[src/rtl/core/assert_macros.svh]
// assertion macros shared by the rtl files
`ifndef ASSERT_MACROS_SVH
`define ASSERT_MACROS_SVH

// checked only outside reset
`define HHB_ASSERT(lbl, clk, rst_n, prop, msg) \
    lbl: assert property (@(posedge clk) disable iff (!rst_n) prop) else $error(msg);

// checked at every edge, reset included
`define HHB_ASSERT_ALWAYS(lbl, clk, prop, msg) \
    lbl: assert property (@(posedge clk) prop) else $error(msg);

`endif

[src/rtl/core/hhb_pkg.sv]
// package with codes, constants and types of the hill-hold brake controller
`timescale 1ns / 1ps

package hhb_pkg;

    localparam int TIME_W  = 32;
    localparam int CFG_W   = 16;
    localparam int LEVEL_W = 10;
    localparam int GRAD_W  = 11;
    localparam int RAMP_W  = 16;

    localparam logic [1:0] MODE_OFF       = 2'd0;
    localparam logic [1:0] MODE_READY     = 2'd1;
    localparam logic [1:0] MODE_HOLDING   = 2'd2;
    localparam logic [1:0] MODE_RELEASING = 2'd3;

    localparam logic [1:0] REG_MIN_GRADIENT = 2'd0;
    localparam logic [1:0] REG_STOP_SPEED   = 2'd1;
    localparam logic [1:0] REG_MAX_HOLD     = 2'd2;
    localparam logic [1:0] REG_RAMP_TIME    = 2'd3;

    localparam logic [9:0]  BRAKE_ARM_LEVEL = 10'd50;
    localparam logic [9:0]  BRAKE_REL_LEVEL = 10'd20;
    localparam logic [9:0]  THROTTLE_LEVEL  = 10'd100;
    localparam logic [LEVEL_W-1:0] HOLD_FULL = 10'd800;

    localparam logic [9:0]  RST_MIN_GRADIENT = 10'd30;
    localparam logic [11:0] RST_STOP_SPEED   = 12'd10;
    localparam logic [15:0] RST_MAX_HOLD     = 16'd2000;
    localparam logic [15:0] RST_RAMP_TIME    = 16'd500;

    typedef struct packed {
        logic [TIME_W-1:0] d;
        logic              d_ge_max;
        logic              r_ge_ramp;
        logic [RAMP_W-1:0] ramp_diff;
    } t_ser_res;

endpackage

[src/rtl/core/hhb_serial_time.sv]
// bit-serial time unit: elapsed time, ramp position and their compares
`timescale 1ns / 1ps
`include "assert_macros.svh"

module hhb_serial_time (
    input  logic                      i_clk,
    input  logic                      i_rst_n,
    input  logic                      i_start,
    input  logic [hhb_pkg::TIME_W-1:0] i_now,
    input  logic [hhb_pkg::TIME_W-1:0] i_start_time,
    input  logic [hhb_pkg::TIME_W-1:0] i_elapsed,
    input  logic [hhb_pkg::CFG_W-1:0]  i_max_hold,
    input  logic [hhb_pkg::RAMP_W-1:0] i_ramp,
    output hhb_pkg::t_ser_res          o_res,
    output logic                      o_done
);
    import hhb_pkg::*;

    logic              r_busy;
    logic              r_done;
    logic [4:0]        r_cnt;
    logic [TIME_W-1:0] r_sh_now;
    logic [TIME_W-1:0] r_sh_start;
    logic [TIME_W-1:0] r_sh_elap;
    logic [CFG_W-1:0]  r_sh_max;
    logic [RAMP_W-1:0] r_sh_ramp;
    logic [TIME_W-1:0] r_d;
    logic [RAMP_W-1:0] r_diff;
    logic              r_b1, r_b2, r_b3, r_b4, r_b5;

    logic a, s, e, m, t, d_bit, r_bit, q_bit;
    logic n_b1, n_b2, n_b3, n_b4, n_b5;

    always_comb begin
        a     = r_sh_now[0];
        s     = r_sh_start[0];
        e     = r_sh_elap[0];
        m     = r_sh_max[0];
        t     = r_sh_ramp[0];
        // d = now - start
        d_bit = a ^ s ^ r_b1;
        n_b1  = (~a & s) | (~(a ^ s) & r_b1);
        // r = d - elapsed
        r_bit = d_bit ^ e ^ r_b2;
        n_b2  = (~d_bit & e) | (~(d_bit ^ e) & r_b2);
        // borrow of d - max_hold
        n_b3  = (~d_bit & m) | (~(d_bit ^ m) & r_b3);
        // borrow of r - ramp
        n_b4  = (~r_bit & t) | (~(r_bit ^ t) & r_b4);
        // ramp - r
        q_bit = t ^ r_bit ^ r_b5;
        n_b5  = (~t & r_bit) | (~(t ^ r_bit) & r_b5);
    end

    always_ff @(posedge i_clk) begin
        if (!i_rst_n) begin
            r_busy <= 1'b0;
            r_done <= 1'b0;
            r_cnt  <= '0;
        end else begin
            r_done <= 1'b0;
            if (i_start) begin
                r_busy <= 1'b1;
                r_cnt  <= '0;
            end else if (r_busy) begin
                r_cnt <= r_cnt + 5'd1;
                if (r_cnt == 5'd31) begin
                    r_busy <= 1'b0;
                    r_done <= 1'b1;
                end
            end
        end
    end

    always_ff @(posedge i_clk) begin
        if (i_start) begin
            r_sh_now   <= i_now;
            r_sh_start <= i_start_time;
            r_sh_elap  <= i_elapsed;
            r_sh_max   <= i_max_hold;
            r_sh_ramp  <= i_ramp;
            r_b1 <= 1'b0;
            r_b2 <= 1'b0;
            r_b3 <= 1'b0;
            r_b4 <= 1'b0;
            r_b5 <= 1'b0;
        end else if (r_busy) begin
            r_sh_now   <= {1'b0, r_sh_now[TIME_W-1:1]};
            r_sh_start <= {1'b0, r_sh_start[TIME_W-1:1]};
            r_sh_elap  <= {1'b0, r_sh_elap[TIME_W-1:1]};
            r_sh_max   <= {1'b0, r_sh_max[CFG_W-1:1]};
            r_sh_ramp  <= {1'b0, r_sh_ramp[RAMP_W-1:1]};
            r_b1 <= n_b1;
            r_b2 <= n_b2;
            r_b3 <= n_b3;
            r_b4 <= n_b4;
            r_b5 <= n_b5;
            r_d  <= {d_bit, r_d[TIME_W-1:1]};
            if (!r_cnt[4]) begin
                r_diff <= {q_bit, r_diff[RAMP_W-1:1]};
            end
        end
    end

    assign o_res.d         = r_d;
    assign o_res.d_ge_max  = ~r_b3;
    assign o_res.r_ge_ramp = ~r_b4;
    assign o_res.ramp_diff = r_diff;
    assign o_done          = r_done;

    `HHB_ASSERT_ALWAYS(a_no_done_after_reset, i_clk, (!i_rst_n) |=> !o_done, "done after reset")
    `HHB_ASSERT(a_done_ends_run, i_clk, i_rst_n, o_done |-> !r_busy, "done while still shifting")

endmodule

[src/rtl/core/hhb_ramp_div.sv]
// iterative restoring divider for the release ramp level
`timescale 1ns / 1ps
`include "assert_macros.svh"

module hhb_ramp_div (
    input  logic                        i_clk,
    input  logic                        i_rst_n,
    input  logic                        i_start,
    input  logic [hhb_pkg::RAMP_W-1:0]  i_x,
    input  logic [hhb_pkg::RAMP_W-1:0]  i_t,
    output logic [hhb_pkg::LEVEL_W-1:0] o_q,
    output logic                        o_done
);
    import hhb_pkg::*;

    localparam int NUM_W = RAMP_W + LEVEL_W;

    logic               r_busy;
    logic               r_done;
    logic [3:0]         r_cnt;
    logic [NUM_W-1:0]   r_rem;
    logic [NUM_W-1:0]   r_dvs;
    logic [LEVEL_W-1:0] r_q;
    logic [NUM_W-1:0]   num;
    logic               ge;

    // 800 * x as shifts and adds
    assign num = {1'b0, i_x, 9'b0} + {2'b0, i_x, 8'b0} + {5'b0, i_x, 5'b0};
    assign ge  = (r_rem >= r_dvs);

    always_ff @(posedge i_clk) begin
        if (!i_rst_n) begin
            r_busy <= 1'b0;
            r_done <= 1'b0;
            r_cnt  <= '0;
        end else begin
            r_done <= 1'b0;
            if (i_start) begin
                r_busy <= 1'b1;
                r_cnt  <= '0;
            end else if (r_busy) begin
                r_cnt <= r_cnt + 4'd1;
                if (r_cnt == 4'(LEVEL_W - 1)) begin
                    r_busy <= 1'b0;
                    r_done <= 1'b1;
                end
            end
        end
    end

    always_ff @(posedge i_clk) begin
        if (i_start) begin
            r_rem <= num;
            r_dvs <= {1'b0, i_t, 9'b0};
            r_q   <= '0;
        end else if (r_busy) begin
            if (ge) begin
                r_rem <= r_rem - r_dvs;
            end
            r_dvs <= {1'b0, r_dvs[NUM_W-1:1]};
            r_q   <= {r_q[LEVEL_W-2:0], ge};
        end
    end

    assign o_q    = r_q;
    assign o_done = r_done;

    `HHB_ASSERT(a_level_in_range, i_clk, i_rst_n, (o_done && $past(r_busy)) |-> (o_q <= HOLD_FULL), "ramp level above full hold")

endmodule

[src/rtl/core/hill_hold_brake_controller.sv]
// top level of the hill-hold brake controller: registers, mode logic, sequencing
// sequence: an accepted item runs the bit-serial time unit, then on a ramp step the divider,
// and is then committed to the state and the output registers
// a new item is taken only after the last one is committed; a waiting result holds the next commit
// reset (synchronous, active low) loads register defaults, mode off, control and mode state cleared
`timescale 1ns / 1ps
`include "assert_macros.svh"

module hill_hold_brake_controller (
    input  logic                         i_clk,
    input  logic                         i_rst_n,
    input  logic                         i_cfg_we,
    input  logic [1:0]                   i_cfg_idx,
    input  logic [hhb_pkg::CFG_W-1:0]    i_cfg_data,
    input  logic                         i_in_valid,
    output logic                         o_in_ready,
    input  logic signed [hhb_pkg::GRAD_W-1:0] i_road_gradient,
    input  logic [9:0]                   i_brake_pedal,
    input  logic [9:0]                   i_throttle_pedal,
    input  logic [11:0]                  i_vehicle_speed,
    input  logic [1:0]                   i_gear_position,
    input  logic [hhb_pkg::TIME_W-1:0]   i_now_ms,
    output logic                         o_out_valid,
    input  logic                         i_out_ready,
    output logic [1:0]                   o_mode,
    output logic [hhb_pkg::LEVEL_W-1:0]  o_hold_level,
    output logic [15:0]                  o_hold_span,
    output logic signed [hhb_pkg::GRAD_W-1:0] o_gradient_estimate
);
    import hhb_pkg::*;

    localparam logic [1:0] C_IDLE = 2'd0;
    localparam logic [1:0] C_SER  = 2'd1;
    localparam logic [1:0] C_DIV  = 2'd2;
    localparam logic [1:0] C_PUT  = 2'd3;

    logic [9:0]         r_min_grad;
    logic [11:0]        r_stop_speed;
    logic [15:0]        r_max_hold;
    logic [15:0]        r_ramp;

    logic [1:0]         r_mode, n_mode;
    logic               r_armed, n_armed;
    logic [TIME_W-1:0]  r_start_time, n_start_time;
    logic [TIME_W-1:0]  r_elapsed, n_elapsed;
    logic [GRAD_W-1:0]  r_lgrad, n_lgrad;
    logic [LEVEL_W-1:0] r_cmd, n_cmd;

    logic [GRAD_W-1:0]  r_grad;
    logic [9:0]         r_brake;
    logic [9:0]         r_throttle;
    logic [11:0]        r_speed;
    logic [1:0]         r_gear;
    logic [TIME_W-1:0]  r_now;

    logic [1:0]         r_ctl;
    logic               r_ovalid;
    logic [1:0]         r_omode;
    logic [LEVEL_W-1:0] r_olevel;
    logic [15:0]        r_odur;
    logic [GRAD_W-1:0]  r_ograd;

    logic               in_acc;
    logic               commit;
    logic               ser_done;
    t_ser_res           ser_res;
    logic               div_start;
    logic               div_done;
    logic [LEVEL_W-1:0] div_q;
    logic [GRAD_W-1:0]  mag;
    logic               armed_now;

    assign o_in_ready = (r_ctl == C_IDLE);
    assign in_acc     = i_in_valid && o_in_ready;
    assign commit     = (r_ctl == C_PUT) && (!r_ovalid || i_out_ready);
    assign div_start  = (r_ctl == C_SER) && ser_done && (r_mode == MODE_RELEASING)
                        && !ser_res.r_ge_ramp;

    hhb_serial_time u_time (
        .i_clk        (i_clk),
        .i_rst_n      (i_rst_n),
        .i_start      (in_acc),
        .i_now        (i_now_ms),
        .i_start_time (r_start_time),
        .i_elapsed    (r_elapsed),
        .i_max_hold   (r_max_hold),
        .i_ramp       (r_ramp),
        .o_res        (ser_res),
        .o_done       (ser_done)
    );

    hhb_ramp_div u_div (
        .i_clk   (i_clk),
        .i_rst_n (i_rst_n),
        .i_start (div_start),
        .i_x     (ser_res.ramp_diff),
        .i_t     (r_ramp),
        .o_q     (div_q),
        .o_done  (div_done)
    );

    // magnitude of gradient, most negative code maps to 1024
    assign mag = r_grad[GRAD_W-1] ? (~r_grad + 11'd1) : r_grad;

    always_comb begin
        n_mode       = r_mode;
        n_armed      = r_armed;
        n_start_time = r_start_time;
        n_elapsed    = r_elapsed;
        n_lgrad      = r_lgrad;
        n_cmd        = r_cmd;
        armed_now    = r_armed || (r_brake > BRAKE_ARM_LEVEL);
        case (r_mode)
            MODE_OFF: begin
                n_cmd = '0;
                if (mag >= {1'b0, r_min_grad}) begin
                    n_mode  = MODE_READY;
                    n_lgrad = r_grad;
                end
            end
            MODE_READY: begin
                n_cmd   = '0;
                n_lgrad = r_grad;
                if ({mag, 1'b0} < {2'b0, r_min_grad}) begin
                    n_mode = MODE_OFF;
                end else if (armed_now && (r_brake < BRAKE_REL_LEVEL)
                             && (r_speed < r_stop_speed) && r_gear[0]) begin
                    n_start_time = r_now;
                    n_elapsed    = '0;
                    n_cmd        = HOLD_FULL;
                    n_armed      = 1'b0;
                    n_mode       = MODE_HOLDING;
                end else begin
                    n_armed = armed_now;
                end
            end
            MODE_HOLDING: begin
                n_elapsed = ser_res.d;
                if ((r_throttle > THROTTLE_LEVEL) || ser_res.d_ge_max) begin
                    n_mode = MODE_RELEASING;
                end else begin
                    n_cmd = HOLD_FULL;
                end
            end
            default: begin
                if (ser_res.r_ge_ramp) begin
                    n_cmd  = '0;
                    n_mode = MODE_READY;
                end else begin
                    n_cmd = div_q;
                end
            end
        endcase
    end

    always_ff @(posedge i_clk) begin
        if (!i_rst_n) begin
            r_min_grad   <= RST_MIN_GRADIENT;
            r_stop_speed <= RST_STOP_SPEED;
            r_max_hold   <= RST_MAX_HOLD;
            r_ramp       <= RST_RAMP_TIME;
        end else if (i_cfg_we) begin
            case (i_cfg_idx)
                REG_MIN_GRADIENT: r_min_grad   <= i_cfg_data[9:0];
                REG_STOP_SPEED:   r_stop_speed <= i_cfg_data[11:0];
                REG_MAX_HOLD:     r_max_hold   <= i_cfg_data;
                REG_RAMP_TIME:    r_ramp       <= i_cfg_data;
                default: begin
                end
            endcase
        end
    end

    always_ff @(posedge i_clk) begin
        if (!i_rst_n) begin
            r_ctl        <= C_IDLE;
            r_ovalid     <= 1'b0;
            r_mode       <= MODE_OFF;
            r_armed      <= 1'b0;
            r_start_time <= '0;
            r_elapsed    <= '0;
            r_lgrad      <= '0;
            r_cmd        <= '0;
        end else begin
            case (r_ctl)
                C_IDLE: begin
                    if (in_acc) begin
                        r_ctl <= C_SER;
                    end
                end
                C_SER: begin
                    if (ser_done) begin
                        r_ctl <= div_start ? C_DIV : C_PUT;
                    end
                end
                C_DIV: begin
                    if (div_done) begin
                        r_ctl <= C_PUT;
                    end
                end
                default: begin
                    if (commit) begin
                        r_ctl <= C_IDLE;
                    end
                end
            endcase
            if (commit) begin
                r_ovalid     <= 1'b1;
                r_mode       <= n_mode;
                r_armed      <= n_armed;
                r_start_time <= n_start_time;
                r_elapsed    <= n_elapsed;
                r_lgrad      <= n_lgrad;
                r_cmd        <= n_cmd;
            end else if (i_out_ready) begin
                r_ovalid <= 1'b0;
            end
        end
    end

    always_ff @(posedge i_clk) begin
        if (in_acc) begin
            r_grad     <= i_road_gradient;
            r_brake    <= i_brake_pedal;
            r_throttle <= i_throttle_pedal;
            r_speed    <= i_vehicle_speed;
            r_gear     <= i_gear_position;
            r_now      <= i_now_ms;
        end
        if (commit) begin
            r_omode  <= n_mode;
            r_olevel <= n_cmd;
            r_odur   <= n_elapsed[15:0];
            r_ograd  <= n_lgrad;
        end
    end

    assign o_out_valid         = r_ovalid;
    assign o_mode              = r_omode;
    assign o_hold_level        = r_olevel;
    assign o_hold_span         = r_odur;
    assign o_gradient_estimate = r_ograd;

    `HHB_ASSERT(a_hold_is_full, i_clk, i_rst_n, (r_ovalid && (r_omode == MODE_HOLDING)) |-> (r_olevel == HOLD_FULL), "holding item without full level")
    `HHB_ASSERT(a_div_in_release, i_clk, i_rst_n, (r_ctl == C_DIV) |-> (r_mode == MODE_RELEASING), "divider run outside release")
    `HHB_ASSERT(a_put_waits, i_clk, i_rst_n, ((r_ctl == C_PUT) && r_ovalid && !i_out_ready) |=> (r_ctl == C_PUT), "result dropped while output stalled")

endmodule
[config.mk]
export PLATFORM = sky130hd
export DESIGN_NAME = hill_hold_brake_controller
export DESIGN_NICKNAME = d
export VERILOG_FILES = /design/src/rtl/core/hhb_pkg.sv /design/src/rtl/core/hhb_serial_time.sv /design/src/rtl/core/hhb_ramp_div.sv /design/src/rtl/core/hill_hold_brake_controller.sv
export VERILOG_INCLUDE_DIRS = /design/src /design/src/rtl/core
export SDC_FILE = /design/constraint.sdc
export NUM_CORES = 1
export LEC_CHECK = 0
export BUFFER_PORTS_ARGS = -buffer_cell sky130_fd_sc_hd__buf_2
export CAP_MARGIN = 20
export CORE_MARGIN = 3
export CORE_UTILIZATION = 40
export CTS_BUF_LIST = sky130_fd_sc_hd__clkbuf_2 sky130_fd_sc_hd__clkbuf_4 sky130_fd_sc_hd__clkbuf_8
export DETAILED_ROUTE_END_ITERATION = 16
export PLACE_DENSITY = 0.58
export SYNTH_ARGS = -nofsm -noshare
export SYNTH_HDL_FRONTEND = slang
export SYNTH_SLANG_ARGS = --single-unit
[constraint.sdc]
create_clock -name i_clk -period 6.9 [get_ports i_clk]
set_input_delay 1.38 -clock i_clk [delete_from_list [all_inputs] [get_ports i_clk]]
set_output_delay 1.38 -clock i_clk [all_outputs]
set_load 0.005 [all_outputs]
==> impl_metrics.sql <==
INSERT INTO impl_metrics (metric_group, metric, value, unit) VALUES
('cts', 'clk_pin_slew', '0.06', 'ns'),
('synth', 'synth.area.top_cells', 'edfxtp_1 (45%), dfxtp_1 (16%), nand2_1 (11%), ha_1 (5.1%), a21oi_1 (3.3%)', ''),
('synth', 'synth.ff_latch_count', '515', ''),
('sta', 'final_min_period_over_clock_period', '63.9', '%'),
('route', 'detail_route.first_pass.iterations', '5', ''),
('flow_run', 'max_cap_viol_count', '0', ''),
('grt', 'gr-usage-all-layers', '16.6', '%'),
('floorplanning', 'design.die.area', '58600', 'um^2'),
('sta', 'final.min_clock_period', '4.41', 'ns'),
('critical_path', 'cp-end-kind', 'flop', ''),
('power_and_ir_drop', 'p_leak', '10.2', 'nW'),
('sta', 'maxClockFrequency', '0.227', 'GHz'),
('grt', 'grt_antenna_before_repair', '2', ''),
('placed_design', 'buffer_ports.inserted', '139', ''),
('placed_design', 'place_inst', '2881', ''),
('floorplanning', 'boundaryPins', '141', ''),
('critical_path', 'timing.setup.critical_path_class', 'flop to flop', ''),
('route', 'drc', '0', ''),
('critical_path', 'worst_r2r_endpoint', 'u_div.r_rem[6]', ''),
('critical_path', 'timing.critical_path.slowest_cell_delay', '0.66', 'ns'),
('sta', 'rsz0062_at_grt', 'no', ''),
('sta', 'setup_tns', '0', 'ns'),
('critical_path', 'reg2reg_slack', '2.49', 'ns'),
('critical_path', 'path_buf_inv', '2', ''),
('route', 'vias_per_cell', '5.03', ''),
('synth', 'mappedNetlistArea', '22300', 'um^2'),
('hold_path', 'hold-path-cell-count', '0', ''),
('floorplanning', 'die_width', '242', 'um'),
('hold_path', 'hp-class', 'flop to flop', ''),
('cts', 'post-cts-setup-buffers', '0', ''),
('floorplanning', 'start_util', '41.0', '%'),
('synth', 'ys_seq_area_share', '61.2', '%'),
('route', 'drt-total-wl', '49.2', 'mm'),
('cells_and_area', 'layout.cells.non_filler', '3049', ''),
('synth', 'netlist.area_leader.share', '44.8', '%'),
('floorplanning', 'coreArea', '54500', 'um^2'),
('cts', 'tritoncts_clock_tree', 'done', ''),
('placed_design', 'dpl_cell_area', '23800', 'um^2'),
('placed_design', 'finalWeightedCongestion', '0.833', ''),
('synth', 'synth_enable_flop_cells', '333', ''),
('cts', 'cts.root.buffer_cell', 'clkbuf_8', ''),
('sta', 'final_hold_violation_count', '0', ''),
('sta', 'finalSetupViolations', '0', ''),
('placed_design', 'post-place-ws', '2.50', 'ns'),
('floorplanning', 'floorplan.die.height', '242', 'um'),
('sta', 'fin_worst_skew', '0.0240', 'ns'),
('synth', 'synthCells', '2080', ''),
('floorplanning', 'placement_rows', '85', ''),
('cells_and_area', 'final_cell_area', '25600', 'um^2'),
('critical_path', 'slowest_stage', 'a31oi_2', ''),
('synth', 'synth_ff_type', 'edfxtp_1', ''),
('route', 'route.detailed.wl_per_inst', '16.1', 'um'),
('synth', 'netlist-cell-type-count', '69', ''),
('cts', 'tritoncts_num_sinks', '515', ''),
('critical_path', 'setup.worst_path.start_class', 'flop', ''),
('synth', 'synth_area_leader_cell', 'edfxtp_1', ''),
('cells_and_area', 'drive_gt1_share', '14.7', '%'),
('power_and_ir_drop', 'post-layout-total-power', '8.69', 'mW'),
('grt', 'grt_pass1_vias', '15312', ''),
('hold_path', 'hold_start', 'u_time.r_d[21]', ''),
('grt', 'grt_max_degree', '94', ''),
('cells_and_area', 'finish.net_count', '2441', ''),
('placed_design', 'detailed_place_hpwl', '31.3', 'mm'),
('grt', 'grt_overflow_total', '0', ''),
('status', 'outcome', 'finished clean', ''),
('synth', 'syn-num-nets', '2288', ''),
('grt', 'grt_pass1_wl', '79.8', 'mm'),
('sta', 'slew-limit-headroom', '28.1', '%'),
('synth', 'yosys_warnings', '0', ''),
('critical_path', 'r2r_start', 'u_div.r_rem[0]', ''),
('route', 'detailroute.via_count', '15336', '');
## cell type report
cell class	instances	area, um^2
timing repair buffer	160	877
clock buffer	138	1650
antenna	2	5.00
tap	739	925
sequential	515	13600
inverter	79	303
fill	5126	28900
multi-input combinational	1389	8020
clock inverter	27	174
## synth_stat cells (3+ instances only)
master and n:
xnor2_1 26, o21bai_1 7, o21ai_0 66, o2111ai_1 3, mux2i_1 24, nand2_1 627, a211oi_1 11, nor2b_1 7
and2_1 3, nand3_1 55, and4_1 3, a31oi_1 9, a21oi_1 149, o31ai_1 5, ha_1 91, nand2b_1 17
nor3_1 14, and3_1 11, clkbuf_1 82, o21a_1 8, a21o_1 24, dfxtp_1 182, edfxtp_1 333, or3_1 5
inv_1 78, nor2_1 67, o211ai_1 8, buf_1 4, fa_1 17, a22o_1 61, buf_2 10, nand4_1 6
xor2_1 17, a211o_1 5, o21ba_1 3
## layout by cell type (no fill, tap or decap), types with 19 or more instances in the layout
master	Yosys	final
ha_1	91	91
nand3_1	55	55
edfxtp_1	333	333
buf_2	10	139
mux2i_1	24	24
a21o_1	24	24
a21oi_1	149	149
clkbuf_4	0	40
clkbuf_8	0	98
inv_1	78	76
xnor2_1	26	26
a22o_1	61	61
buf_4	0	19
nor2_1	67	66
dfxtp_1	182	181
nand2_1	627	625
o21ai_0	66	66
## kinds of logic (layout without fill, tap and decap cells)
| logic type | Yosys count | after routing | share of synthesized area [%] |
|---|---|---|---|
| compound gates | 380 | 380 | 10.9 |
| fa+ha+maj | 108 | 108 | 6.63 |
| buf+inv | 176 | 404 | 3.05 |
| mux | 25 | 25 | 1.13 |
| flops | 515 | 515 | 61.2 |
| simple gates | 833 | 833 | 15.5 |
| xor+xnor | 43 | 43 | 1.69 |
| other cells | 0 | 2 | 0 |
## layer usage
metal	global-route usage (%)	part of all wire (%)
met1	21.8	46
met2	27.2	47
met3	3.03	4.3
met4	6.74	2.7
met5	0	0.014
## where the power goes
| part | total [mW] | internal, mW | switching [mW] |
|---|---|---|---|
| Combinational | 1.61 | 0.558 | 1.05 |
| Clock | 2.80 | 1.56 | 1.24 |
| Sequential | 4.27 | 4.04 | 0.227 |
## state kept, by name, indices dropped and copies added, names as in the netlist, 12 cells and up
register and cells:
r_now 32, u_time.r_sh_now 32, r_stop_speed 12, u_time.r_d 32
u_time.r_sh_ramp 16, u_time.r_diff 16, u_time.r_sh_start 32, u_div.r_dvs 25
u_time.r_sh_max 16, r_start_time 32, o_hold_span 16, r_elapsed 32
r_max_hold 16, r_speed 12, u_div.r_rem 26, u_time.r_sh_elap 32
r_ramp 16
## stage by stage
stage	utilization (%)	hold slack [ns]
floorplan	-	0.427
global placement	43.6	0.428
detailed placement	43.6	0.435
CTS	47.0	0.447
global route	47.0	0.469
finish	47.0	0.447
## worst max path at each step
stage / startpoint / end / slack [ns] / depth (start not counted)
floorplan: i_in_valid / u_time.r_diff[0] / 1.40 / 5
global placement: u_div.r_rem[0] / u_div.r_rem[23] / 2.57 / 12
detailed placement: u_div.r_rem[0] / u_div.r_rem[25] / 2.50 / 12
CTS: u_div.r_rem[0] / u_div.r_rem[24] / 2.48 / 12
global route: u_div.r_rem[0] / u_div.r_rem[6] / 2.05 / 12
finish: u_div.r_rem[0] / u_div.r_rem[6] / 2.49 / 12
(Power assumes the default switching activity.)
